[src/rtl/core/box_blur_3x3_stream_assert.svh]
// Assertion macros for the box blur RTL.
// Expects signals named clk and rst in the including module's scope.
`ifndef BOX_BLUR_3X3_STREAM_ASSERT_SVH
`define BOX_BLUR_3X3_STREAM_ASSERT_SVH

// Checked on every clock outside reset.
`define BB3_ASSERT(lbl, prop, msg) \
  lbl: assert property (@(posedge clk) disable iff (rst) (prop)) else $error(msg);

// Checked on every clock, reset included.
`define BB3_ASSERT_ALWAYS(lbl, prop, msg) \
  lbl: assert property (@(posedge clk) (prop)) else $error(msg);

`endif

[src/rtl/core/bb3_pkg.sv]
// Shared types and constants for the 3x3 box blur stream.
// No dependencies; imported by bb3_avg and box_blur_3x3_stream.
`default_nettype none

package bb3_pkg;

  localparam int MAX_WIDTH  = 1024;
  localparam int MAX_HEIGHT = 4096;
  localparam int COL_W      = $clog2(MAX_WIDTH);
  localparam int ROW_W      = $clog2(MAX_HEIGHT);

  // Configuration port
  localparam int FW_W   = 11;
  localparam int FH_W   = 13;
  localparam int ADDR_W = 3;
  localparam int DATA_W = 32;

  // Pixel and arithmetic widths
  localparam int CH_W   = 8;
  localparam int PIX_W  = 3 * CH_W;
  localparam int SUM_W  = 12;
  localparam int NUM_W  = SUM_W + 1;
  localparam int RCP_W  = 18;
  localparam int PROD_W = NUM_W + RCP_W;

  // Rounded mean (2*sum + n) / (2*n) as a multiply by ceil(2^20 / (2*n)).
  localparam int RECIP_SHIFT = 20;
  localparam logic [RCP_W-1:0] RECIP_4 = RCP_W'(131072);
  localparam logic [RCP_W-1:0] RECIP_6 = RCP_W'(87382);
  localparam logic [RCP_W-1:0] RECIP_9 = RCP_W'(58255);

  // Results one input may cause, in issue order
  localparam int NUM_EMIT      = 4;
  localparam int EMIT_PREV     = 0;  // previous row, column c-1
  localparam int EMIT_PREV_END = 1;  // previous row, last column
  localparam int EMIT_CUR      = 2;  // last row, column c-1
  localparam int EMIT_CUR_END  = 3;  // last row, last column

  typedef enum logic [0:0] {
    REG_FRAME_WIDTH  = 1'b0,
    REG_FRAME_HEIGHT = 1'b1
  } reg_idx_t;

  typedef enum logic [1:0] {
    CNT_4,
    CNT_6,
    CNT_9
  } ncount_t;

  typedef logic [PIX_W-1:0] pix_t;
  typedef pix_t [2:0] col_t;  // index 0: row r-2, 1: row r-1, 2: row r

  // One averaging job: window columns c-2, c-1, c and which edge parts count.
  typedef struct packed {
    col_t [2:0] cols;
    logic       use_c0;
    logic       use_r0;
    logic       last;
    logic       eof;
  } avg_job_t;

endpackage

`default_nettype wire

[src/rtl/core/bb3_avg.sv]
// Pipelined window averager: masked 3x3 sum, reciprocal multiply, output register.
// Depends on bb3_pkg.
`default_nettype none

module bb3_avg import bb3_pkg::*; (
  input  logic            clk,
  input  logic            rst,
  input  logic            job_valid,
  output logic            job_ready,
  input  avg_job_t        job,
  output logic            out_valid,
  input  logic            out_ready,
  output logic [CH_W-1:0] out_red,
  output logic [CH_W-1:0] out_green,
  output logic [CH_W-1:0] out_blue,
  output logic            last_of_run,
  output logic            end_of_frame
);

  logic [SUM_W-1:0]       col_sum [3];
  logic [2:0][SUM_W-1:0]  sum_next;
  ncount_t                cnt_next;

  logic                   x_valid;
  logic [2:0][SUM_W-1:0]  x_sum;
  ncount_t                x_cnt;
  logic                   x_last;
  logic                   x_eof;

  logic [NUM_W-1:0]       x_n;
  logic [RCP_W-1:0]       x_recip;
  logic [2:0][PROD_W-1:0] prod_next;

  logic                   y_valid;
  logic [2:0][PROD_W-1:0] y_prod;
  logic                   y_last;
  logic                   y_eof;

  logic                   z_valid;
  logic [2:0][CH_W-1:0]   z_rgb;
  logic                   z_last;
  logic                   z_eof;

  logic                   ld_x;
  logic                   ld_y;
  logic                   ld_z;

  // Each stage loads when empty or when it empties this cycle.
  assign ld_z      = !z_valid || out_ready;
  assign ld_y      = !y_valid || ld_z;
  assign ld_x      = !x_valid || ld_y;
  assign job_ready = ld_x;

  always_comb begin
    for (int ch = 0; ch < 3; ch++) begin
      for (int cc = 0; cc < 3; cc++) begin
        col_sum[cc] = SUM_W'(job.cols[cc][1][ch*CH_W +: CH_W])
                    + SUM_W'(job.cols[cc][2][ch*CH_W +: CH_W]);
        if (job.use_r0) begin
          col_sum[cc] = col_sum[cc] + SUM_W'(job.cols[cc][0][ch*CH_W +: CH_W]);
        end
      end
      sum_next[ch] = col_sum[1] + col_sum[2];
      if (job.use_c0) begin
        sum_next[ch] = sum_next[ch] + col_sum[0];
      end
    end
  end

  always_comb begin
    case ({job.use_c0, job.use_r0})
      2'b11:   cnt_next = CNT_9;
      2'b00:   cnt_next = CNT_4;
      default: cnt_next = CNT_6;
    endcase
  end

  always_comb begin
    case (x_cnt)
      CNT_4: begin
        x_n     = NUM_W'(4);
        x_recip = RECIP_4;
      end
      CNT_6: begin
        x_n     = NUM_W'(6);
        x_recip = RECIP_6;
      end
      CNT_9: begin
        x_n     = NUM_W'(9);
        x_recip = RECIP_9;
      end
      default: begin
        x_n     = NUM_W'(4);
        x_recip = RECIP_4;
      end
    endcase
    for (int ch = 0; ch < 3; ch++) begin
      prod_next[ch] = PROD_W'({x_sum[ch], 1'b0} + x_n) * PROD_W'(x_recip);
    end
  end

  always_ff @(posedge clk) begin
    if (rst) begin
      x_valid <= 1'b0;
      y_valid <= 1'b0;
      z_valid <= 1'b0;
    end else begin
      if (ld_x) begin
        x_valid <= job_valid;
      end
      if (ld_y) begin
        y_valid <= x_valid;
      end
      if (ld_z) begin
        z_valid <= y_valid;
      end
    end
  end

  always_ff @(posedge clk) begin
    if (ld_x && job_valid) begin
      x_sum  <= sum_next;
      x_cnt  <= cnt_next;
      x_last <= job.last;
      x_eof  <= job.eof;
    end
    if (ld_y && x_valid) begin
      y_prod <= prod_next;
      y_last <= x_last;
      y_eof  <= x_eof;
    end
    if (ld_z && y_valid) begin
      for (int ch = 0; ch < 3; ch++) begin
        z_rgb[ch] <= y_prod[ch][RECIP_SHIFT +: CH_W];
      end
      z_last <= y_last;
      z_eof  <= y_eof;
    end
  end

  assign out_valid    = z_valid;
  assign out_red      = z_rgb[0];
  assign out_green    = z_rgb[1];
  assign out_blue     = z_rgb[2];
  assign last_of_run  = z_last;
  assign end_of_frame = z_eof;

endmodule

`default_nettype wire

[config.mk]
export PLATFORM = sky130hd
export DESIGN_NAME = bb3_avg
export DESIGN_NICKNAME = d
export VERILOG_FILES = /design/src/rtl/core/box_blur_3x3_stream_assert.svh /design/src/rtl/core/bb3_pkg.sv /design/src/rtl/core/bb3_avg.sv
export SDC_FILE = /design/constraint.sdc
export NUM_CORES = 1
export LEC_CHECK = 0
export BUFFER_PORTS_ARGS = -buffer_cell sky130_fd_sc_hd__buf_4
export CORE_ASPECT_RATIO = 1.2
export CORE_MARGIN = 2
export CORE_UTILIZATION = 45
export CTS_CLUSTER_SIZE = 20
export DETAILED_ROUTE_END_ITERATION = 8
export PLACE_DENSITY = 0.71
export SETUP_SLACK_MARGIN = 0.2
export SYNTH_ARGS = -nofsm -noshare
export SYNTH_HDL_FRONTEND = slang
export SYNTH_SLANG_ARGS = --single-unit
export TNS_END_PERCENT = 100
[constraint.sdc]
create_clock -name clk -period 15.9 [get_ports clk]
set_clock_uncertainty 0.2 [all_clocks]
set_input_delay 1.59 -clock clk [delete_from_list [all_inputs] [get_ports clk]]
set_output_delay 1.59 -clock clk [all_outputs]
set_load 0.1 [all_outputs]
# == Word level (Yosys, flattened, before mapping) ==
# Index checks and enable logic that the tools add are counted.
# totals
ff_bits,155
output_inout_bits,28
# classes
addsub,27
n_mul,3
eq_ne,3
muxes,15
n_reduce_logical,10
# ops
operator,n
adder 9 x 8 -> 10 bit,9
2-to-1 mux 10 bit,9
multiplier 14 x 18 -> 28 bit,3
adder 8 x 8 -> 9 bit,9
adder 12 bit,6
adder 13 x 13 -> 14 bit,3
2-to-1 mux 12 bit,3
one-hot mux 18 bit (2 select lines),1
one-hot mux 4 bit (2 select lines),1
"equality test 2 bit, second input constant",2
one-hot mux 2 bit (2 select lines),1
logical AND 1 bit,3
zero test 1 bit,3
logical OR 1 bit,3
"equality test 2 x 1 -> 1 bit, second input constant",1
zero test 2 bit,1

# == Logic depth before layout (Yosys ltp) ==
# depth
depth_word,6
mapped_depth,33
depth_no_buf,32

# == Least setup slack after synthesis ==
# No wires, ideal clock.
# synth_path
path_type,reg2reg
startpoint,register x_cnt[1]
endpoint,"register y_prod[27] in the netlist's numbering, data pin"
setup_ns,0.260
t_arrival_ns,8.261
path_slack_ns,7.179
path_stages_with_launch,30
n_path_buf,1
cell_sequence,edfxtp_1 ha_1 inv_1 clkbuf_1 fa_1 a21oi_1 mux2i_1 and2_0 nand3_1 xor2_1 nor2_1 fa_1 inv_1 fa_1 fa_1 inv_1 fa_1 fa_1 inv_1 fa_1 inv_1 ha_1 nand3_1 a211oi_1 o311ai_1 a211oi_2 a2111oi_4 o31ai_2 a21oi_2 xnor2_1
# synth_lines
item,line_no,source
"start, declared",bb3_avg.sv:26,ncount_t x_cnt;
"start signal, assigned",bb3_avg.sv:123,x_cnt <= cnt_next;
"end signal, assigned",bb3_avg.sv:128,y_prod <= prod_next;
"end, declared",bb3_avg.sv:35,logic [2:0][PROD_W-1:0] y_prod;

==> run summary <==
Status = finished, final reports clean
Core Area = 60900 sq um
Initial Utilization = 45.6%
Fin area = 30900 sq um
Critical R2R Capture = y_prod[27]
Critical R2R Launch = x_cnt[1]
Total routed wirelength = 63000 um
Hold WC Path Type = register to register
Crit. End Element = register
I/O pins = 252
Post-route ant nets = 0
Synth-to-layout area growth = 11.3%
Seq cells post-synth = 95
Crit path time final = 8830 ps
Drt wl/cell = 15.7 um
Max Freq = 0.113 GHz
Synth unique cells = 63
Total GRT Usage = 20.3%
Max-slew headroom = 31.8%
Worst Path Max Fanout = 24
Seq/Total Area, Yosys = 10.1%
CTS clk-pin slew, worst paths = 70 ps
CTS Buffer Depth = 2
Detailed Place HPWL = 56500 um
GPL Wtd Cong = 0.934
CTS tree = built
Post-CTS sizing = 0
Drt via density = 5.00
Setup TNS = 0 ps
Vias = 20.1k
Met3 Usage GRT = 2.46%
Worst Setup EP = y_prod[27]
Mapped cell area = 27800 sq um
Max Slew Vio Count = 0
Gr busiest metal = met2
DRC viols = 0
Largest incremental delay on the critical path = 580 ps
Worst setup margin = 7070 ps
Net count after synthesis = 4111
Total CTS buffers = 9
Cts hold-fix bufs = 0
Worst setup path start = x_cnt[1]
Post-DP Area = 30600 sq um
RSZ-0062 raised after global routing = false
Ys async rst share = 0%
Tcrit/Tclk final = 55.5%
FP Rows = 99
Die height = 276 um
Number of global-route vias before repair = 21.2k
Die W = 231 um
EDFF count, synth = 92
Max Cap Viol = 0
Root Driver = clkbuf_16
Dpl ws = 7030 ps
Post-Syn Instances = 2985
CP Data Arrival Time = 8750 ps
WS Path Type = register to register
FF-to-FF setup slack = 7070 ps
Setup violators final = 0
Clock Sinks = 95
Antenna violations before repair = 0
Initial DRC count = 774
Largest net degree at the start of global routing = 79
First-pass GRT wire length = 104000 um
Nets = 4342
Slowest CP cell = ha_1
GRT overflow = 0
CP startpoint kind = register
1st-pass router iterations = 5
Worst EP required = 15820 ps
# port buffers = 251
Fraction of layout instances using a drive strength above 1 = 10.9%
GR Util met1 = 25.2%
Top_reg_cell synth = edfxtp_1
Slew @ Worst Pin = 1020 ps
Postcts setup bufs = 0
GRT met2 Usage = 36.1%
Skew-Pair Late Insertion Delay = 380 ps
Register-to-Register Path Depth = 30
N_diodes = 0
Final Hold Fails = 0
Most used cell, CP = fa_1
Mapped Avg Cell Area = 9.32 sq um
H-tree depth = 3
Die area = 63800 sq um
Yosys warns = 0
[metal layers]
metal	up-vias	routed length [um]
li1	10017	-
met2	384	31400
met3	76	2600
met5	-	0
met4	0	2080
met1	9662	27000
[logic make-up (layout without fill, tap and decap cells)]
family / Yosys count / in the layout / share of synthesized area, %
mux: 46 / 46 / 1.84
fa+ha+maj: 902 / 902 / 51.4
flops: 95 / 95 / 10.1
buf+inv: 753 / 988 / 10.2
compound gates: 462 / 462 / 10.4
xor+xnor: 236 / 236 / 7.49
simple gates: 491 / 491 / 8.55
[synthesized netlist by cell type (6+ instances only)]
cell        n  area, sq um
xnor2_1   164         1440
edfxtp_1   92         2760
fa_1      400         8010
o21bai_1   41          308
o21a_1     18          135
mux2_2     42          473
xor2_1     70          613
a21boi_0   21          158
nand2b_1   35          219
o41ai_1     6         52.6
a211oi_1    7         52.6
o211a_1     8         80.1
nand4_1    12         75.1
nor3_1     19         95.1
o31ai_1    21          158
nand3_1    24          120
a21o_1     56          420
ha_1      502         6280
nor2b_1    55          344
o21ai_0    92          460
nand2_1   126          473
inv_1     714         2680
buf_1       9         33.8
nor2_1    138          518
clkbuf_1   27          101
and3_1     18          113
a21oi_1   169          846
or2_2      18          113
nor4_1      6         37.5
and2_1     28          175
[flip-flops by register name (all words and copies together), names as in the netlist, 2 cells and up]
name,count
x_sum,36
out_green,8
y_prod,24
out_blue,8
out_red,8
x_cnt,2
[cell usage in the layout (no fill, tap or decap), types with 19 or more instances in the layout]
cell | netlist | layout
xnor2_1 | 164 | 164
nand2b_1 | 35 | 35
o21ai_0 | 92 | 92
nor3_1 | 19 | 19
a21o_1 | 56 | 56
and2_1 | 28 | 28
nand2_1 | 126 | 126
mux2_2 | 42 | 42
ha_1 | 502 | 500
o31ai_1 | 21 | 21
a21boi_0 | 21 | 20
xor2_1 | 70 | 70
nor2b_1 | 55 | 54
inv_1 | 714 | 713
buf_4 | 0 | 258
a21oi_1 | 169 | 169
nand3_1 | 24 | 24
edfxtp_1 | 92 | 92
nor2_1 | 138 | 138
o21bai_1 | 41 | 41
fa_1 | 400 | 400
[through the flow]
step	hold slack (ps)	util [%]	instances
floorplan	200	-	2985
global placement	200	50.3	4013
detailed placement	205	50.3	4013
CTS	222	50.8	4028
global route	225	50.8	4028
finish	220	50.8	4028
[worst min path at each step]
| stage | startpoint | end | slack, ps | cells past startpoint |
|---|---|---|---|---|
| 5_1_grt | x_eof | y_eof | 220 | 0 |
| 6_report | x_eof | y_eof | 220 | 0 |
| 4_1_cts | y_prod[20] | out_red[0] | 220 | 0 |
| 3_3_place_gp | x_eof | y_eof | 200 | 0 |
| 3_5_place_dp | y_last | last_of_run | 200 | 0 |
| 2_1_floorplan | y_eof | end_of_frame | 200 | 0 |
[area by class of cell]
class | instances | area, sq um
fillers | 5648 | 30000
multi-input cells | 2137 | 22200
flip-flops and latches | 95 | 2820
inverters | 715 | 2680
repair buffers | 258 | 1940
well taps | 808 | 1010
clock buffers | 9 | 225
clock inverters | 6 | 68.8
[critical path: cells and delay by family, from the launching register on]
kind,cells,cell delay (ps)
muxes,1,160
AOI/OAI and AO/OA,7,1470
and+or+nand+nor,4,700
buffers and inverters,6,680
adders and majority gates,10,4420
DFF,1,420
xor gates and xnor gates,2,490
Power is left out: the tool's default activity adds up to more than one toggle a clock period on the data nets, which glitch-free logic cannot reach.
